`config.mk`:
```
export PLATFORM = sky130hd
export DESIGN_NAME = owner_tagged_slot_allocator
export DESIGN_NICKNAME = d
export VERILOG_FILES = /design/src/rtl/otsa_pkg.sv /design/src/rtl/owner_tagged_slot_allocator.sv /design/src/rtl/otsa_cell.sv
export SDC_FILE = /design/constraint.sdc
export NUM_CORES = 2
export LEC_CHECK = 0
export ABC_AREA = 0
export BUFFER_PORTS_ARGS = -buffer_cell sky130_fd_sc_hd__buf_4
export CAP_MARGIN = 5
export CORE_MARGIN = 5
export CORE_UTILIZATION = 50
export CTS_BUF_LIST = sky130_fd_sc_hd__clkbuf_8
export DETAILED_ROUTE_END_ITERATION = 10
export GPL_TIMING_DRIVEN = 0
export PLACE_DENSITY = 0.66
export SLEW_MARGIN = 40
export SYNTH_ARGS = -nofsm -noshare
export SYNTH_HDL_FRONTEND = slang
export SYNTH_HIERARCHICAL = 1
export SYNTH_SLANG_ARGS = --single-unit
```
`constraint.sdc`:
```
create_clock -name i_clk -period 53.2 [get_ports i_clk]
set_input_delay 2.66 -clock i_clk [delete_from_list [all_inputs] [get_ports i_clk]]
set_output_delay 2.66 -clock i_clk [all_outputs]
set_load 0.02 [all_outputs]
```
`src/rtl/otsa_pkg.sv`:
```
`timescale 1ns / 1ps
`default_nettype none
// ----------------------------------------------------------------------------
// otsa_pkg
// Types and constants shared by the slot allocator cells and the top level.
// ----------------------------------------------------------------------------
package otsa_pkg;

    localparam int MAX_SLOTS_DEF = 16;
    localparam int ID_WIDTH_DEF  = 32;

    localparam int REQ_W      = 2;
    localparam int OWNER_IN_W = 32;
    localparam int IDX_W      = 4;
    localparam int STATUS_W   = 2;
    localparam int CFG_W      = 5;
    localparam int IN_DATA_W  = 40;
    localparam int OUT_DATA_W = 8;

    localparam logic [CFG_W-1:0] CFG_RESET = 5'd16;

    typedef enum logic [REQ_W-1:0] {
        REQ_REGISTER   = 2'd0,
        REQ_UNREGISTER = 2'd1,
        REQ_MARK       = 2'd2,
        REQ_ROLLBACK   = 2'd3
    } t_req;

    typedef enum logic [STATUS_W-1:0] {
        ST_OK       = 2'd0,
        ST_FULL     = 2'd1,
        ST_RANGE    = 2'd2,
        ST_NOTFOUND = 2'd3
    } t_status;

    // request word as it travels down the cell chain
    typedef struct packed {
        logic             valid;
        t_req             req;
        logic [IDX_W-1:0] idx;
        logic             done;
        t_status          status;
        logic [IDX_W-1:0] res;
    } t_pkt;

endpackage : otsa_pkg
`default_nettype wire

```
`src/rtl/owner_tagged_slot_allocator.sv`:
```
`timescale 1ns / 1ps
`default_nettype none
// ----------------------------------------------------------------------------
// owner_tagged_slot_allocator
// Slot table with owner tags and rollback marks, built as a chain of cells.
// ----------------------------------------------------------------------------
//  channel   dir  handshake                    payload
//  s_axis    in   s_axis_tvalid/s_axis_tready  tuser req_type, tdata owner/index
//  m_axis    out  m_axis_tvalid/m_axis_tready  tdata status/result_index
//  cfg       in   i_cfg_valid/o_cfg_ready      i_cfg_data slots_in_use
//
//  a request word walks the chain one cell per cycle while the output does not stall
//  a new word is taken every cycle while the result side keeps up
//  the last cell's word register is the output register
//  an output stall freezes the whole chain, so no word is lost or reordered
//  reset clears all valid bits and marks at once; owner tags need no reset
// ----------------------------------------------------------------------------
module owner_tagged_slot_allocator #(
    parameter int MAX_SLOTS = otsa_pkg::MAX_SLOTS_DEF,
    parameter int ID_WIDTH  = otsa_pkg::ID_WIDTH_DEF
) (
    input  wire                              i_clk,
    input  wire                              i_rst_n,
    input  wire                              s_axis_tvalid,
    output logic                             s_axis_tready,
    // [31:0] owner_id, [35:32] slot_index, [39:36] zero
    input  wire [otsa_pkg::IN_DATA_W-1:0]    s_axis_tdata,
    // [1:0] req_type
    input  wire [otsa_pkg::REQ_W-1:0]        s_axis_tuser,
    output logic                             m_axis_tvalid,
    input  wire                              m_axis_tready,
    // [1:0] status, [5:2] result_index, [7:6] zero
    output logic [otsa_pkg::OUT_DATA_W-1:0]  m_axis_tdata,
    input  wire                              i_cfg_valid,
    output logic                             o_cfg_ready,
    input  wire [otsa_pkg::CFG_W-1:0]        i_cfg_data
);
    import otsa_pkg::*;

    logic [CFG_W-1:0]    r_count;
    logic                w_adv;
    t_pkt                w_pkt [MAX_SLOTS+1];
    logic [ID_WIDTH-1:0] w_own [MAX_SLOTS+1];
    logic [63:0]         w_owner_ext;
    t_pkt                w_last;

    assign o_cfg_ready = 1'b1;

    always_ff @(posedge i_clk) begin
        if (!i_rst_n) begin
            r_count <= CFG_RESET;
        end else if (i_cfg_valid) begin
            r_count <= i_cfg_data;
        end
    end

    assign w_last        = w_pkt[MAX_SLOTS];
    assign w_adv         = !w_last.valid || m_axis_tready;
    assign s_axis_tready = w_adv;

    // only the low ID_WIDTH bits of the owner are kept
    assign w_owner_ext = {32'd0, s_axis_tdata[OWNER_IN_W-1:0]};
    assign w_own[0]    = w_owner_ext[ID_WIDTH-1:0];

    always_comb begin
        w_pkt[0].valid = s_axis_tvalid;
        w_pkt[0].req   = t_req'(s_axis_tuser);
        w_pkt[0].idx   = s_axis_tdata[OWNER_IN_W +: IDX_W];
        w_pkt[0].done  = 1'b0;
        w_pkt[0].res   = '0;
        unique case (w_pkt[0].req)
            REQ_REGISTER:   w_pkt[0].status = ST_FULL;
            REQ_UNREGISTER: w_pkt[0].status = ST_RANGE;
            REQ_MARK:       w_pkt[0].status = ST_OK;
            REQ_ROLLBACK:   w_pkt[0].status = ST_NOTFOUND;
            default:        w_pkt[0].status = ST_OK;
        endcase
    end

    for (genvar g = 0; g < MAX_SLOTS; g++) begin : g_cell
        otsa_cell #(
            .INDEX    (g),
            .ID_WIDTH (ID_WIDTH)
        ) u_cell (
            .i_clk   (i_clk),
            .i_rst_n (i_rst_n),
            .i_adv   (w_adv),
            .i_count (r_count),
            .i_pkt   (w_pkt[g]),
            .i_owner (w_own[g]),
            .o_pkt   (w_pkt[g+1]),
            .o_owner (w_own[g+1])
        );
    end

    assign m_axis_tvalid = w_last.valid;
    assign m_axis_tdata  = {2'b00, w_last.res, w_last.status};

    a_res_zero_unless_ok: assert property (@(posedge i_clk) disable iff (!i_rst_n)
        (m_axis_tvalid && (w_last.status != ST_OK)) |-> (w_last.res == '0))
        else $error("result index set on a failed request");

    a_done_matches_ok: assert property (@(posedge i_clk) disable iff (!i_rst_n)
        (m_axis_tvalid && ((w_last.req == REQ_REGISTER) || (w_last.req == REQ_ROLLBACK)))
        |-> (w_last.done == (w_last.status == ST_OK)))
        else $error("slot claim and status disagree");

    a_stall_freezes_chain: assert property (@(posedge i_clk) disable iff (!i_rst_n)
        !w_adv |=> $stable(w_pkt[1]))
        else $error("chain moved during an output stall");

endmodule : owner_tagged_slot_allocator
`default_nettype wire

```
`src/rtl/otsa_cell.sv`:
```
`timescale 1ns / 1ps
`default_nettype none
// ----------------------------------------------------------------------------
// otsa_cell
// One slot of the table: valid bit, owner tag and rollback mark. Applies the
// passing request word to its slot and hands the word on to the next cell.
// ----------------------------------------------------------------------------
module otsa_cell #(
    parameter int INDEX    = 0,
    parameter int ID_WIDTH = otsa_pkg::ID_WIDTH_DEF
) (
    input  wire                          i_clk,
    input  wire                          i_rst_n,
    input  wire                          i_adv,
    input  wire [otsa_pkg::CFG_W-1:0]    i_count,
    input  otsa_pkg::t_pkt               i_pkt,
    input  wire [ID_WIDTH-1:0]           i_owner,
    output otsa_pkg::t_pkt               o_pkt,
    output logic [ID_WIDTH-1:0]          o_owner
);
    import otsa_pkg::*;

    localparam logic [IDX_W-1:0] RES = IDX_W'(INDEX);

    logic                r_valid;
    logic                r_mark;
    logic [ID_WIDTH-1:0] r_owner;
    t_pkt                r_pkt;
    logic [ID_WIDTH-1:0] r_owner_pass;

    logic n_valid;
    logic n_mark;
    t_pkt n_pkt;
    logic w_wr_owner;
    logic w_active;
    logic w_match;

    always_comb begin
        w_active   = (32'(INDEX) < 32'(i_count));
        w_match    = r_valid && (r_owner == i_owner);
        n_valid    = r_valid;
        n_mark     = r_mark;
        n_pkt      = i_pkt;
        w_wr_owner = 1'b0;
        if (i_pkt.valid && w_active) begin
            case (i_pkt.req)
                REQ_REGISTER: begin
                    // first free slot claims the word
                    if (!i_pkt.done && !r_valid) begin
                        n_valid      = 1'b1;
                        n_mark       = 1'b0;
                        w_wr_owner   = 1'b1;
                        n_pkt.done   = 1'b1;
                        n_pkt.status = ST_OK;
                        n_pkt.res    = RES;
                    end
                end
                REQ_UNREGISTER: begin
                    if (32'(i_pkt.idx) == 32'(INDEX)) begin
                        n_valid      = 1'b0;
                        n_mark       = 1'b0;
                        n_pkt.status = ST_OK;
                    end
                end
                REQ_MARK: begin
                    if (w_match) begin
                        n_mark = 1'b1;
                    end
                end
                REQ_ROLLBACK: begin
                    if (!i_pkt.done && w_match && r_mark) begin
                        n_valid      = 1'b0;
                        n_mark       = 1'b0;
                        n_pkt.done   = 1'b1;
                        n_pkt.status = ST_OK;
                        n_pkt.res    = RES;
                    end
                end
                default: begin
                end
            endcase
        end
    end

    always_ff @(posedge i_clk) begin
        if (!i_rst_n) begin
            r_valid <= 1'b0;
            r_mark  <= 1'b0;
            r_pkt   <= '0;
        end else if (i_adv) begin
            r_valid <= n_valid;
            r_mark  <= n_mark;
            r_pkt   <= n_pkt;
        end
    end

    always_ff @(posedge i_clk) begin
        if (i_adv) begin
            r_owner_pass <= i_owner;
            if (w_wr_owner) begin
                r_owner <= i_owner;
            end
        end
    end

    assign o_pkt   = r_pkt;
    assign o_owner = r_owner_pass;

    a_mark_needs_valid: assert property (@(posedge i_clk) disable iff (!i_rst_n)
        r_mark |-> r_valid)
        else $error("rollback mark set on a free slot");

endmodule : otsa_cell
`default_nettype wire
```
# Yosys cells after proc, flatten, opt, wreduce, memory -nomap -nowiden
# Index checks and enable logic that the tools add are counted.
# word_totals
regBits,1246
input_bits,52
# classes
order_cmp,16
n_eq_ne,143
n_mux,271
reduce_logical,191
# op_table
cell,n
$eq A32 B32 Y1,16
$mux W7,45
$reduce_and A6 Y1,31
$pmux W4 S2,16
$mux W1,127
$ne A2 B1 Y1 const B,63
$pmux W2 S3,16
$logic_and A1 B1 Y1,78
$eq A2 B2 Y1 const B,32
$pmux W1 S4,16
$pmux W1 S3,16
$reduce_bool A3 Y1,16
$lt A4 B5 Y1 const A,8
$eq A2 B1 Y1 const B,16
$eq A4 B4 Y1 const B,8
$logic_not A2 Y1,16
$mux W2,16
$reduce_and A2 Y1,16
$logic_not A1 Y1,31
$pmux W1 S2,15
$lt A3 B5 Y1 const A,4
$mux W6,3
$eq A4 B3 Y1 const B,4
$lt A1 B5 Y1 const A,2
other kinds (8),10

# Longest topological paths before layout
# depth
word_depth,7
mapped_depth,8
ltp_nobuf,8

# Hierarchy
# The synthesis kept the hierarchy.
# modules_own_cells
mod,instances,cells_each,area_each_um2
otsa_cell (g_cell[11].u_cell),1,229,3299.4
otsa_cell (g_cell[3].u_cell),1,235,3291.9
otsa_cell (g_cell[4].u_cell),1,233,3290.7
otsa_cell (g_cell[6].u_cell),1,227,3280.6
otsa_cell (g_cell[5].u_cell),1,211,3220.6
otsa_cell (g_cell[7].u_cell),1,227,3216.8
otsa_cell (g_cell[1].u_cell),1,218,3214.3
otsa_cell (g_cell[0].u_cell),1,211,3213.1
otsa_cell (g_cell[12].u_cell),1,211,3209.3
otsa_cell (g_cell[13].u_cell),1,223,3200.6
otsa_cell (g_cell[10].u_cell),1,224,3199.3
otsa_cell (g_cell[2].u_cell),1,205,3189.3
otsa_cell (g_cell[14].u_cell),1,220,3185.6
otsa_cell (g_cell[15].u_cell),1,211,3145.5
+3 rows,--,--,--

# Worst setup path after synthesis
# No wires, ideal clock.
# synth_path
kind,input-to-reg
start,input port m_axis_tready
end,"register g_cell[10].u_cell.r_owner[0], enable pin"
arrival_time_ns,21.402
t_required_ns,52.687
path_slack_ns,31.285
cell_stages,3
cell_sequence,nand2b_1 > inv_1 > nor4b_1
# synth_between
elab_chain_len,2
# synth_rtl
item,line_no,source
from (decl),owner_tagged_slot_allocator.sv:31,"input wire m_axis_tready,"
$logic_or A1 B1 Y1,owner_tagged_slot_allocator.sv:58,assign w_adv = !w_last.valid || m_axis_tready;
$reduce_and A2 Y1 (no source line),--,
to (signal assigned),otsa_cell.sv:101,r_owner <= i_owner;
to (decl),otsa_cell.sv:27,logic [ID_WIDTH-1:0] r_owner;
# Every way passes these cells.
# A chain may end at the register's enable or synchronous reset.

# Worst setup path after layout
# layout_path
start,input port m_axis_tready
end,output port s_axis_tready
# layout_between
elab_chain_len,1
# layout_rtl
item,line_no,source
$logic_or A1 B1 Y1,owner_tagged_slot_allocator.sv:58,
to (decl),owner_tagged_slot_allocator.sv:25,"output logic s_axis_tready,"
# Every way passes these cells.

==> results.yml <==
run_status:
  outcome: "completed"
worst_setup_path:
  arrival_ns: 3.96
  crit_buf_inv: 4
  required_ns: 50.54
  worst-setup-path-type: "input pin to primary output"
  critPathSlowestCell: "nand2b_4"
  cp_top_family: "buffers and inverters"
  start_kind: "input pin"
  cp_max_fo: 41
  critPathMaxStageDelay_ns: 0.43
  cp_cell_sequence: "buf_4 -> nand2b_4 -> buf_12 -> buf_12 -> buf_4"
  crit_path_end_kind: "primary output"
global_routing:
  grt_util_met3: 0.03289
  grt_util_met1: 0.2472
  grt_antenna_before_repair: 1
  use_met2: 0.3278
  grt_busiest_layer: "met2"
  gr-total-overflow: 0
  grt_pass1_wl_um: 160800
  grt_pass1_vias: 28450
  grt_usage: 0.1899
  grt_max_degree: 72
floorplan:
  dieArea_mm2: 0.1073
  fp.dieW_um: 327.6
  core_area_mm2: 0.1001
  fp.dieH_um: 327.6
  initial_utilization: 0.5036
  ios: 63
  rows: 116
detailed_routing:
  drtPass1Iterations: 6
  drc: 0
  vias: 28390
  postRouteAntennaNets: 0
  totalWireLength_um: 102700
  drt_iter0_drc: 1853
  wl_per_cell_um: 19.51
  viasPerCell: 5.394
power_and_ir_drop:
  power_mw: 1.933
  power.leakage_nw: 20.68
  irDropWorstVdd_uv: 27.73
  power_density_mw_per_mm2: 33.81
final_layout:
  fillCellCount: 7910
  syn_to_final_growth_pct: 13.37
  drive_gt1_frac: 0.1327
  register_area_mm2: 0.03488
  fin_nets: 3918
  multi_input_area_mm2: 0.01488
  final_util: 0.5710
  design_area_mm2: 0.05718
clock_network:
  path_clk_slew_ns: 0.06
  root_buffer: "clkbuf_8"
  clockBufferDepth: 3
  h-tree-depth: 4
  cts_tree: "yes"
  cts_setup_buffers: 0
  clk_latency_ns: 0.85
  hold_buffers: 0
  cts_resized: 0
  cts.sinks: 1246
  numCtsBuffers: 199
timing:
  fin_crit_sh: 0.1244
  final-setup-viol-count: 0
  clock_skew_ns: 0.04100
  whs_ns: 0.4552
  finalHoldViolations: 0
  fin_setup_tns_ns: 0
  period_needed_ns: 6.617
  slew_headroom: 0.4331
  worst_pin_slew_ns: 0.8393
  drv_slew: 0
  fmax_ghz: 0.1511
  rsz0062_at_grt: "no"
yosys:
  ys_warn_count: 6
  synthesis.area_mm2: 0.05044
  synthCells: 3462
  syn_avg_cell_area_um2: 14.57
place:
  gp_congestion: 0.8759
  place_area_mm2: 0.05336
  io_buffers: 54
  post-dp-hpwl_um: 73470
run:
  maxCapViolCount: 0
hold_path:
  hp-class: "register to register"
## where the power goes
part | internal, mW | leakage [nW] | switching, mW | total, mW
combinational | 0.0246 | 6.74 | 0.0268 | 0.0514
sequential | 1.08 | 11.8 | 0.0304 | 1.11
clock | 0.406 | 2.18 | 0.367 | 0.773
## cell type report
cell class	count	area share
timing repair buffer	125	0.01991
antenna	1	0.00004376
multi-input combinational	2018	0.2602
sequential	1246	0.6100
clock inverter	152	0.01514
clock buffer	214	0.05151
tap	1298	0.02840
buffer	68	0.005449
inverter	142	0.009344
## path summary, 6_finish.rpt
kind	slack [ns]	from	cells after the start	end
max	46.58	m_axis_tready	5	s_axis_tready
min	0.46	g_cell[5].u_cell/o_pkt[4]	2	g_cell[5].u_cell/o_pkt[4]
max reg2reg	49.07	g_cell[15].u_cell/o_pkt[13]	12	g_cell[8].u_cell/r_owner[3]
min reg2reg	0.46	g_cell[5].u_cell/o_pkt[4]	2	g_cell[5].u_cell/o_pkt[4]
## routing by layer
layer,up-vias,routed length (um)
li1,13680,-
met1,13990,44510
met2,568,52120
met3,155,3749
met4,0,2300
met5,-,0
## through the flow
step                std cells  setup WS, ns
floorplan                3474         32.17
global placement         4826         22.73
detailed placement       4897         46.56
CTS                      5263         46.56
global route             5264         46.50
finish                   5264         46.58
## state kept, by name, summed over array words and instances, names as in the netlist
| name | count |
|---|---|
| g_cell.u_cell/o_pkt | 217 |
| g_cell.u_cell/r_mark | 16 |
| g_cell.u_cell/o_owner | 480 |
| g_cell.u_cell/r_owner | 512 |
| r_count | 5 |
| g_cell.u_cell/r_valid | 16 |
## cell usage in the layout, fill, tap and decap left out, types with 23 or more instances in the layout
master and instances:
dfxtp_1 250, xor2_1 188, nor4_1 57, nand4_1 96, edfxtp_1 992, clkbuf_1 43
nor3_1 42, nor2_1 154, nand2_1 149, nor2b_1 91, buf_4 73, nand2b_1 39
ha_1 66, clkbuf_8 214, a21oi_1 52, nand3_1 87, clkinv_1 56, o21ai_0 84
xnor2_1 275, o21ai_1 26, inv_1 194, mux2i_1 119, buf_2 37, clkinv_2 23
## worst min-delay path: cells and delay by family (launching register included)
family / cells / cell delay [ns]
flip-flops: 1 / 0.31
AO/OA/AOI/OAI: 1 / 0.05
AND/OR/NAND/NOR: 1 / 0.05
(Power assumes the default switching activity.)
